==> config.mk <==
export PLATFORM = sky130hd
export DESIGN_NAME = cartridge_address_decoder_core
export DESIGN_NICKNAME = d
export VERILOG_FILES = /design/src/hdl/cad_pkg.sv /design/src/hdl/cad_front.sv /design/src/hdl/cad_fifo.sv /design/src/hdl/cad_mod.sv /design/src/hdl/cad_back.sv /design/src/hdl/cartridge_address_decoder_core.sv
export SDC_FILE = /design/constraint.sdc
export NUM_CORES = 2
export LEC_CHECK = 0
export BUFFER_PORTS_ARGS = -buffer_cell sky130_fd_sc_hd__buf_2
export CORE_UTILIZATION = 45
export DETAILED_ROUTE_END_ITERATION = 10
export PLACE_DENSITY = 0.58
export SYNTH_ARGS = -nofsm -noshare
export SYNTH_HDL_FRONTEND = slang
export SYNTH_SLANG_ARGS = --single-unit
==> constraint.sdc <==
create_clock -name clk -period 5.15 [get_ports clk]
set_clock_uncertainty 0.1 [all_clocks]
set_input_delay 0 -clock clk [delete_from_list [all_inputs] [get_ports clk]]
set_output_delay 0 -clock clk [all_outputs]
set_load 0.05 [all_outputs]
==> src/hdl/cad_pkg.sv <==
`default_nettype none
// ----------------------------------------------------------------------------
// cad_pkg
// Shared types and constants for the cartridge address decoder.
// ----------------------------------------------------------------------------
package cad_pkg;

  localparam int AddrW     = 24;
  localparam int RomOffW   = 23;
  localparam int SramOffW  = 19;
  localparam int RomSizeW  = 24;
  localparam int SramSizeW = 20;
  localparam int CfgIdxW   = 2;
  localparam int CfgDataW  = 24;
  // back pipeline depth, at most one conditional subtract per stage
  localparam int ModStages = RomOffW;

  typedef enum logic [1:0] {
    MODE_LOROM   = 2'd0,
    MODE_HIROM   = 2'd1,
    MODE_EXHIROM = 2'd2,
    MODE_NONE    = 2'd3
  } map_mode_t;

  typedef enum logic [CfgIdxW-1:0] {
    REG_MAP_MODE  = 2'd0,
    REG_ROM_SIZE  = 2'd1,
    REG_SRAM_SIZE = 2'd2,
    REG_UNUSED    = 2'd3
  } cfg_reg_t;

  // one classified request with unwrapped offsets
  typedef struct packed {
    logic                rom_hit;
    logic [RomOffW-1:0]  rom_raw;
    logic                sram_hit;
    logic [SramOffW-1:0] sram_raw;
  } item_t;

endpackage
`default_nettype wire

==> src/hdl/cad_front.sv <==
`default_nettype none
// ----------------------------------------------------------------------------
// cad_front
// Classifies a bus address into ROM and save-RAM windows and forms raw offsets.
// ----------------------------------------------------------------------------
module cad_front (
  input  wire logic                           clk,
  input  wire logic                           rst_n,
  input  wire logic                           accept,
  input  wire logic                           advance,
  input  wire logic [cad_pkg::AddrW-1:0]      cpu_address,
  input  wire cad_pkg::map_mode_t             map_mode,
  input  wire logic                           rom_present,
  input  wire logic                           sram_present,
  output logic                                valid,
  output cad_pkg::item_t                      item
);

  logic           valid_r, valid_nxt;
  cad_pkg::item_t item_r;
  cad_pkg::item_t item_nxt;
  logic [7:0]     b;
  logic [15:0]    o;
  logic           mirror, system, lo_sram_bank, hi_sram_bank, window;

  assign b = cpu_address[23:16];
  assign o = cpu_address[15:0];

  // bank and offset windows
  always_comb begin
    mirror       = (b >= 8'h40 && b <= 8'h7d) || b >= 8'hc0;
    system       = b <= 8'h3f || (b >= 8'h80 && b <= 8'hbf);
    lo_sram_bank = (b >= 8'h70 && b <= 8'h7d) || b >= 8'hf0;
    hi_sram_bank = (b >= 8'h20 && b <= 8'h3f) || (b >= 8'ha0 && b <= 8'hbf);
    window       = o >= 16'h6000 && o <= 16'h7fff;
  end

  // layout decode
  always_comb begin
    item_nxt = '0;
    unique case (map_mode)
      cad_pkg::MODE_LOROM: begin
        item_nxt.rom_hit = o[15] || mirror;
        item_nxt.rom_raw = {1'b0, b[6:0], o[14:0]};
        if (lo_sram_bank && !o[15]) begin
          item_nxt.sram_hit = 1'b1;
          item_nxt.sram_raw = {b[3:0], o[14:0]};
        end else if (system && window) begin
          item_nxt.sram_hit = 1'b1;
          item_nxt.sram_raw = {b[5:0], o[12:0]};
        end
      end
      cad_pkg::MODE_HIROM: begin
        item_nxt.rom_hit  = o[15] || mirror;
        item_nxt.rom_raw  = {1'b0, b[5:0], o};
        item_nxt.sram_hit = hi_sram_bank && window;
        item_nxt.sram_raw = {1'b0, b[4:0], o[12:0]};
      end
      cad_pkg::MODE_EXHIROM: begin
        item_nxt.rom_hit  = b >= 8'hc0 || (b >= 8'h40 && b <= 8'h7d) || o[15];
        item_nxt.rom_raw  = {!(b >= 8'hc0), b[5:0], o};
        item_nxt.sram_hit = hi_sram_bank && window;
        item_nxt.sram_raw = {1'b0, b[4:0], o[12:0]};
      end
      default: item_nxt = '0;
    endcase
    item_nxt.rom_hit  = item_nxt.rom_hit && rom_present;
    item_nxt.sram_hit = item_nxt.sram_hit && sram_present;
  end

  // stage register, holds while the queue is full
  always_comb begin
    valid_nxt = valid_r;
    if (accept) begin
      valid_nxt = 1'b1;
    end else if (advance) begin
      valid_nxt = 1'b0;
    end
  end

  always_ff @(posedge clk) begin
    if (!rst_n) begin
      valid_r <= 1'b0;
    end else begin
      valid_r <= valid_nxt;
    end
  end

  always_ff @(posedge clk) begin
    if (accept) begin
      item_r <= item_nxt;
    end
  end

  assign valid = valid_r;
  assign item  = item_r;

endmodule
`default_nettype wire

==> src/hdl/cad_fifo.sv <==
`default_nettype none
// ----------------------------------------------------------------------------
// cad_fifo
// Two-entry queue between the decode front and the wrap pipeline.
// ----------------------------------------------------------------------------
module cad_fifo (
  input  wire logic           clk,
  input  wire logic           rst_n,
  input  wire logic           push,
  input  wire cad_pkg::item_t push_item,
  output logic                full,
  output logic                pop,
  output cad_pkg::item_t      pop_item
);

  cad_pkg::item_t mem_r [2];
  logic           wr_ptr_r, wr_ptr_nxt;
  logic           rd_ptr_r, rd_ptr_nxt;
  logic [1:0]     count_r, count_nxt;
  logic           do_push;

  assign full    = count_r == 2'd2;
  assign pop     = count_r != 2'd0;
  assign do_push = push && !full;
  assign pop_item = mem_r[rd_ptr_r];

  // pointer and count update
  always_comb begin
    wr_ptr_nxt = wr_ptr_r ^ do_push;
    rd_ptr_nxt = rd_ptr_r ^ pop;
    count_nxt  = count_r + {1'b0, do_push} - {1'b0, pop};
  end

  always_ff @(posedge clk) begin
    if (!rst_n) begin
      wr_ptr_r <= 1'b0;
      rd_ptr_r <= 1'b0;
      count_r  <= 2'd0;
    end else begin
      wr_ptr_r <= wr_ptr_nxt;
      rd_ptr_r <= rd_ptr_nxt;
      count_r  <= count_nxt;
    end
  end

  always_ff @(posedge clk) begin
    if (do_push) begin
      mem_r[wr_ptr_r] <= push_item;
    end
  end

endmodule
`default_nettype wire

==> src/hdl/cad_mod.sv <==
`default_nettype none
// ----------------------------------------------------------------------------
// cad_mod
// Pipelined restoring remainder: at most one shifted compare and subtract per stage.
// ----------------------------------------------------------------------------
module cad_mod #(
  parameter int RAW_W  = cad_pkg::RomOffW,
  parameter int SIZE_W = cad_pkg::RomSizeW,
  parameter int STAGES = cad_pkg::ModStages
) (
  input  wire logic              clk,
  input  wire logic              in_hit,
  input  wire logic [RAW_W-1:0]  in_raw,
  input  wire logic [SIZE_W-1:0] size,
  output logic                   out_hit,
  output logic [RAW_W-1:0]       out_offset
);

  localparam int W = SIZE_W + RAW_W;

  logic [RAW_W-1:0] rem_r [STAGES];
  logic             hit_r [STAGES];

  for (genvar j = 0; j < STAGES; j++) begin : g_stage
    logic [RAW_W-1:0] rem_in, rem_nxt;
    logic             hit_in;
    if (j == 0) begin : g_first
      assign rem_in = in_raw;
      assign hit_in = in_hit;
    end else begin : g_next
      assign rem_in = rem_r[j-1];
      assign hit_in = hit_r[j-1];
    end
    // subtract size shifted to the bit this stage resolves
    if (j < RAW_W) begin : g_sub
      logic [W-1:0] div_sh, rem_ext;
      assign div_sh  = W'(size) << (RAW_W - 1 - j);
      assign rem_ext = W'(rem_in);
      assign rem_nxt = (rem_ext >= div_sh) ? RAW_W'(rem_ext - div_sh) : rem_in;
    end else begin : g_pass
      assign rem_nxt = rem_in;
    end
    always_ff @(posedge clk) begin
      rem_r[j] <= rem_nxt;
      hit_r[j] <= hit_in;
    end
  end

  // a miss reports offset zero
  assign out_hit    = hit_r[STAGES-1];
  assign out_offset = hit_r[STAGES-1] ? rem_r[STAGES-1] : '0;

endmodule
`default_nettype wire

==> src/hdl/cad_back.sv <==
`default_nettype none
// ----------------------------------------------------------------------------
// cad_back
// Wraps both raw offsets by their configured sizes and strobes the result.
// ----------------------------------------------------------------------------
module cad_back (
  input  wire logic                              clk,
  input  wire logic                              rst_n,
  input  wire logic                              in_valid,
  input  wire cad_pkg::item_t                    in_item,
  input  wire logic [cad_pkg::RomSizeW-1:0]      rom_size,
  input  wire logic [cad_pkg::SramSizeW-1:0]     sram_size,
  output logic                                   out_valid,
  output logic                                   out_rom_hit,
  output logic [cad_pkg::RomOffW-1:0]            out_rom_offset,
  output logic                                   out_sram_hit,
  output logic [cad_pkg::SramOffW-1:0]           out_sram_offset
);

  logic [cad_pkg::ModStages-1:0] valid_r, valid_nxt;

  // valid travels alongside the data stages
  assign valid_nxt = {valid_r[cad_pkg::ModStages-2:0], in_valid};

  always_ff @(posedge clk) begin
    if (!rst_n) begin
      valid_r <= '0;
    end else begin
      valid_r <= valid_nxt;
    end
  end

  assign out_valid = valid_r[cad_pkg::ModStages-1];

  cad_mod #(
    .RAW_W  (cad_pkg::RomOffW),
    .SIZE_W (cad_pkg::RomSizeW),
    .STAGES (cad_pkg::ModStages)
  ) u_rom_mod (
    .clk        (clk),
    .in_hit     (in_item.rom_hit),
    .in_raw     (in_item.rom_raw),
    .size       (rom_size),
    .out_hit    (out_rom_hit),
    .out_offset (out_rom_offset)
  );

  cad_mod #(
    .RAW_W  (cad_pkg::SramOffW),
    .SIZE_W (cad_pkg::SramSizeW),
    .STAGES (cad_pkg::ModStages)
  ) u_sram_mod (
    .clk        (clk),
    .in_hit     (in_item.sram_hit),
    .in_raw     (in_item.sram_raw),
    .size       (sram_size),
    .out_hit    (out_sram_hit),
    .out_offset (out_sram_offset)
  );

endmodule
`default_nettype wire

==> src/hdl/cartridge_address_decoder_core.sv <==
`default_nettype none
// ----------------------------------------------------------------------------
// cartridge_address_decoder_core
// Translates a bus address into wrapped ROM and save-RAM offsets.
// ----------------------------------------------------------------------------
// one request per cycle while busy is low; the result strobes once for each start taken
// result path: decode register, queue slot, then 23 remainder stages (one bit each)
// busy stays low since the result side never stalls the queue
// synchronous active-low reset clears config and all valid flags
module cartridge_address_decoder_core (
  input  wire logic                             clk,
  input  wire logic                             rst_n,
  input  wire logic                             start,
  output logic                                  busy,
  input  wire logic [cad_pkg::AddrW-1:0]        in_cpu_address,
  input  wire logic                             cfg_valid,
  output logic                                  cfg_ready,
  input  wire logic [cad_pkg::CfgIdxW-1:0]      cfg_index,
  input  wire logic [cad_pkg::CfgDataW-1:0]     cfg_data,
  output logic                                  out_valid,
  output logic                                  out_rom_hit,
  output logic [cad_pkg::RomOffW-1:0]           out_rom_offset,
  output logic                                  out_sram_hit,
  output logic [cad_pkg::SramOffW-1:0]          out_sram_offset
);

  cad_pkg::map_mode_t                  map_mode_r, map_mode_nxt;
  logic [cad_pkg::RomSizeW-1:0]        rom_size_r, rom_size_nxt;
  logic [cad_pkg::SramSizeW-1:0]       sram_size_r, sram_size_nxt;
  logic                                accept, f_valid, q_full, q_pop;
  cad_pkg::item_t                      f_item, q_item;

  // config registers
  assign cfg_ready = 1'b1;

  always_comb begin
    map_mode_nxt  = map_mode_r;
    rom_size_nxt  = rom_size_r;
    sram_size_nxt = sram_size_r;
    if (cfg_valid) begin
      unique case (cad_pkg::cfg_reg_t'(cfg_index))
        cad_pkg::REG_MAP_MODE:  map_mode_nxt  = cad_pkg::map_mode_t'(cfg_data[1:0]);
        cad_pkg::REG_ROM_SIZE:  rom_size_nxt  = cfg_data[cad_pkg::RomSizeW-1:0];
        cad_pkg::REG_SRAM_SIZE: sram_size_nxt = cfg_data[cad_pkg::SramSizeW-1:0];
        default: ;
      endcase
    end
  end

  always_ff @(posedge clk) begin
    if (!rst_n) begin
      map_mode_r  <= cad_pkg::MODE_LOROM;
      rom_size_r  <= '0;
      sram_size_r <= '0;
    end else begin
      map_mode_r  <= map_mode_nxt;
      rom_size_r  <= rom_size_nxt;
      sram_size_r <= sram_size_nxt;
    end
  end

  // request handshake
  assign busy   = f_valid && q_full;
  assign accept = start && !busy;

  cad_front u_front (
    .clk          (clk),
    .rst_n        (rst_n),
    .accept       (accept),
    .advance      (!q_full),
    .cpu_address  (in_cpu_address),
    .map_mode     (map_mode_r),
    .rom_present  (rom_size_r != '0),
    .sram_present (sram_size_r != '0),
    .valid        (f_valid),
    .item         (f_item)
  );

  cad_fifo u_fifo (
    .clk       (clk),
    .rst_n     (rst_n),
    .push      (f_valid),
    .push_item (f_item),
    .full      (q_full),
    .pop       (q_pop),
    .pop_item  (q_item)
  );

  cad_back u_back (
    .clk             (clk),
    .rst_n           (rst_n),
    .in_valid        (q_pop),
    .in_item         (q_item),
    .rom_size        (rom_size_r),
    .sram_size       (sram_size_r),
    .out_valid       (out_valid),
    .out_rom_hit     (out_rom_hit),
    .out_rom_offset  (out_rom_offset),
    .out_sram_hit    (out_sram_hit),
    .out_sram_offset (out_sram_offset)
  );

  // wrapped offsets stay below the configured size
  a_rom_wrap: assert property (@(posedge clk) disable iff (!rst_n)
    out_valid && out_rom_hit |-> {1'b0, out_rom_offset} < rom_size_r)
    else $error("rom offset not below rom size");

  a_sram_wrap: assert property (@(posedge clk) disable iff (!rst_n)
    out_valid && out_sram_hit |-> {1'b0, out_sram_offset} < sram_size_r)
    else $error("sram offset not below sram size");

  // queue drains every cycle, so the front never backs up
  a_never_busy: assert property (@(posedge clk) disable iff (!rst_n) !busy)
    else $error("front stalled by full queue");

endmodule
`default_nettype wire
==> results.json <==
{
  "fmax_mhz": 245,
  "pwr-share-comb": 0.473,
  "slew_violations": 0,
  "power.share.switching": 0.375,
  "worstReg2RegEnd": "u_back.u_rom_mod.rem_r[5][3]",
  "hold_depth": 3,
  "grt-ovfl-total": 0,
  "netlist_top_cells_count": "dfxtp_1, ha_1, nand2_1, mux2_2, a21oi_1",
  "power_frac_seq": 0.311,
  "std_cell_rows": 128,
  "first_pass_iters": 5,
  "p_per_area_mw_per_mm2": 705,
  "clockBufferDepth": 3,
  "port-buffer-count": 99,
  "startpoint_type": "flop",
  "syn_area_per_cell_um2": 10.4,
  "wirelength_um": 136000,
  "ff2ff_setup_slack_ns": 1.07,
  "grt_pass1_wl_um": 218000,
  "syn_area_mm2": 0.0553,
  "nets": 6211,
  "worstSkewPairLatency_ns": 0.75,
  "holdPathEnd": "u_front.item[27]",
  "p_sw_mw": 16.8,
  "fin_crit_sh": 0.792,
  "hold_class": "in -> reg",
  "drive_gt1_frac": 0.133,
  "yosys_register_bits": 1219,
  "clockRootBuffer": "clkbuf_16",
  "synth.distinct_cells": 91,
  "hp-start": "in_cpu_address[7]",
  "cts_tree": "built",
  "gp_congestion": 0.906,
  "timing.final.ws_setup_ns": 1.07,
  "crit-reg2reg-launch": "rom_size_r[15]",
  "path_clk_slew_ns": 0.06,
  "worst-r2r-cell-count": 11,
  "internal_power_mw": 28.0,
  "end_kind": "flop",
  "syn_to_final_growth_pct": 14.9,
  "maxCapViolations": 0,
  "tns_ns": 0,
  "clockPowerShare": 0.215,
  "status": "finished clean",
  "worstPathArrival_ns": 4.62,
  "hold_viol": 0,
  "dp_slack_ns": 1.10,
  "synth_nets": 5903,
  "cts_max_level": 4,
  "synth_top_area_cell": "dfxtp_1",
  "synth_top_area_share": 0.394,
  "yosys_most_used_dff": "dfxtp_1",
  "postCtsSetupBuffers": 0,
  "cp_data_required_time_ns": 5.69,
  "grt_pass1_vias": 39900,
  "path_class": "reg -> reg",
  "antenna_found_initial": 3,
  "synthArstFlopShare": 0,
  "finalSetupViolations": 0,
  "synth_edf_count": 132,
  "yosys_warnings": 0,
  "dr.first_iter.drc_count": 2123,
  "synth_most_common_cell": "dfxtp_1",
  "die-area_mm2": 0.124,
  "vdd_ir_drop_max_uv": 465,
  "place_hpwl_um": 104000,
  "clock_sinks": 1219,
  "die_y_um": 353,
  "track_usage": 0.220,
  "p_leak_nw": 26.1,
  "vias": 39700,
  "ys_top_cells_by_area": "dfxtp_1, ha_1, edfxtp_1",
  "worst-slew-pin-transition_ns": 1.19,
  "slew_headroom": 0.202,
  "ys_seq_area_frac": 0.465,
  "path_max_fanout": 34,
  "ant_nets": 0,
  "io-pin-count": 101,
  "grt_max_degree": 76,
  "cts_buffers": 134,
  "rsz0062_at_grt": "no",
  "core_mm2": 0.122,
  "avgViaCountPerCell": 5.38,
  "fin_crit_ns": 4.08,
  "drc": 0,
  "die_w_um": 353,
  "start_util": 0.454,
  "wl_per_cell_um": 18.5,
  "postSynthCellCount": 5341
}
-- registers in the layout, indices dropped and copies added (netlist names), named ones only --
signal	cells
map_mode_r	2
rom_size_r	24
sram_size_r	20
u_back.u_rom_mod.hit_r	23
u_back.u_rom_mod.rem_r	529
u_back.u_sram_mod.hit_r	23
u_back.u_sram_mod.rem_r	437
u_back.valid_r	23
u_fifo.count_r	2
u_fifo.mem_r	88
u_fifo.rd_ptr_r	1
u_fifo.wr_ptr_r	1
u_front.item	44
u_front.valid	1
-- worst max-delay path by stage --
stage | startpoint | to | slack [ns]
floorplan | rom_size_r[1] | u_back.u_rom_mod.rem_r[4][13] | 0.40
global placement | rom_size_r[15] | u_back.u_rom_mod.rem_r[5][3] | 1.17
detailed placement | rom_size_r[15] | u_back.u_rom_mod.rem_r[5][3] | 1.10
CTS | rom_size_r[15] | u_back.u_rom_mod.rem_r[5][3] | 1.10
global route | rom_size_r[15] | u_back.u_rom_mod.rem_r[5][3] | 0.82
finish | rom_size_r[15] | u_back.u_rom_mod.rem_r[5][3] | 1.07
-- power groups by stage --
stage                     registers [mW]  clock network [mW]  logic [mW]
after floorplan                     13.4                   0        17.0
after global placement              14.2                   0        20.7
after detailed placement            14.1                   0        20.8
after CTS                           13.9                9.88        21.1
after global routing                14.2                10.3        23.7
final                               13.9                9.64        21.2
-- critical path, cell delays in order, from the launching register on --
cell	delay [ns]
dfxtp_1	0.40
inv_1	0.05
buf_4	0.19
ha_1	0.40
nand3_1	0.17
or3_1	0.43
nor4_1	0.39
o31ai_1	0.11
a21oi_1	0.23
a41o_1	0.91
buf_4	0.28
mux2_2	0.33
-- layout by cell type, fill, tap and decap left out, drive strengths merged, types with 34 or more instances in the layout --
cell type,instances
nor4,110
clkbuf,186
a211oi,41
inv,240
mux2,312
and2,108
ha,468
fa,40
nand2,421
clkinv,34
a21o,149
nor2b,91
nand4,69
a31oi,40
nor3,84
nand3,77
xor2,129
xnor2,186
dfxtp,1087
edfxtp,132
o21a,49
o31ai,36
nand2b,54
buf,171
nor2,247
dlygate4sd3,98
mux2i,59
a21oi,296
a21boi,75
o21ai,299
-- logic make-up after synthesis --
logic type / Yosys count / synth area share
other: 1 / 0.0000678
adders and majority gates: 508 / 0.120
AOI/OAI and AO/OA: 1180 / 0.137
DFF: 1219 / 0.465
xor gates and xnor gates: 315 / 0.0499
and+or+nand+nor: 1417 / 0.130
muxes: 371 / 0.0742
buffers and inverters: 330 / 0.0228
-- per-stage QoR --
stage,area (um2),power [mW],instances,hold WS (ns),util
finish,63500,44.8,7380,0.0558,0.521
global route,63500,48.2,7378,0.0423,0.521
CTS,63500,44.9,7378,0.00453,0.521
detailed placement,58000,35.0,7040,0.134,0.476
global placement,58000,34.9,7040,0.130,0.476
floorplan,55300,30.4,5341,0.0241,-
-- metal layers --
layer / GRT usage / vias to the layer above / share of wire
met3: 0.0303 / 218 / 0.042
met4: 0.0737 / 4 / 0.027
li1: - / 19900 / -
met5: 0 / - / 0.00020
met2: 0.352 / 820 / 0.45
met1: 0.303 / 18700 / 0.48
-- what timing repair did --
action	CTS	global route
hold endpoints to repair	162	0
hold buffers	98	0
resized for setup	0	0
setup endpoints to repair	0	0
-- final cells by class --
| type | instances | area (um2) |
|---|---|---|
| antenna | 2 | 5.00 |
| sequential | 1219 | 25700 |
| multi-input combinational | 3792 | 28400 |
| clock buffer | 186 | 3930 |
| fill | 10900 | 58300 |
| timing repair buffer | 269 | 2020 |
| inverter | 233 | 875 |
| clock inverter | 54 | 613 |
| tap | 1625 | 2030 |
(Power assumes the default switching activity.)
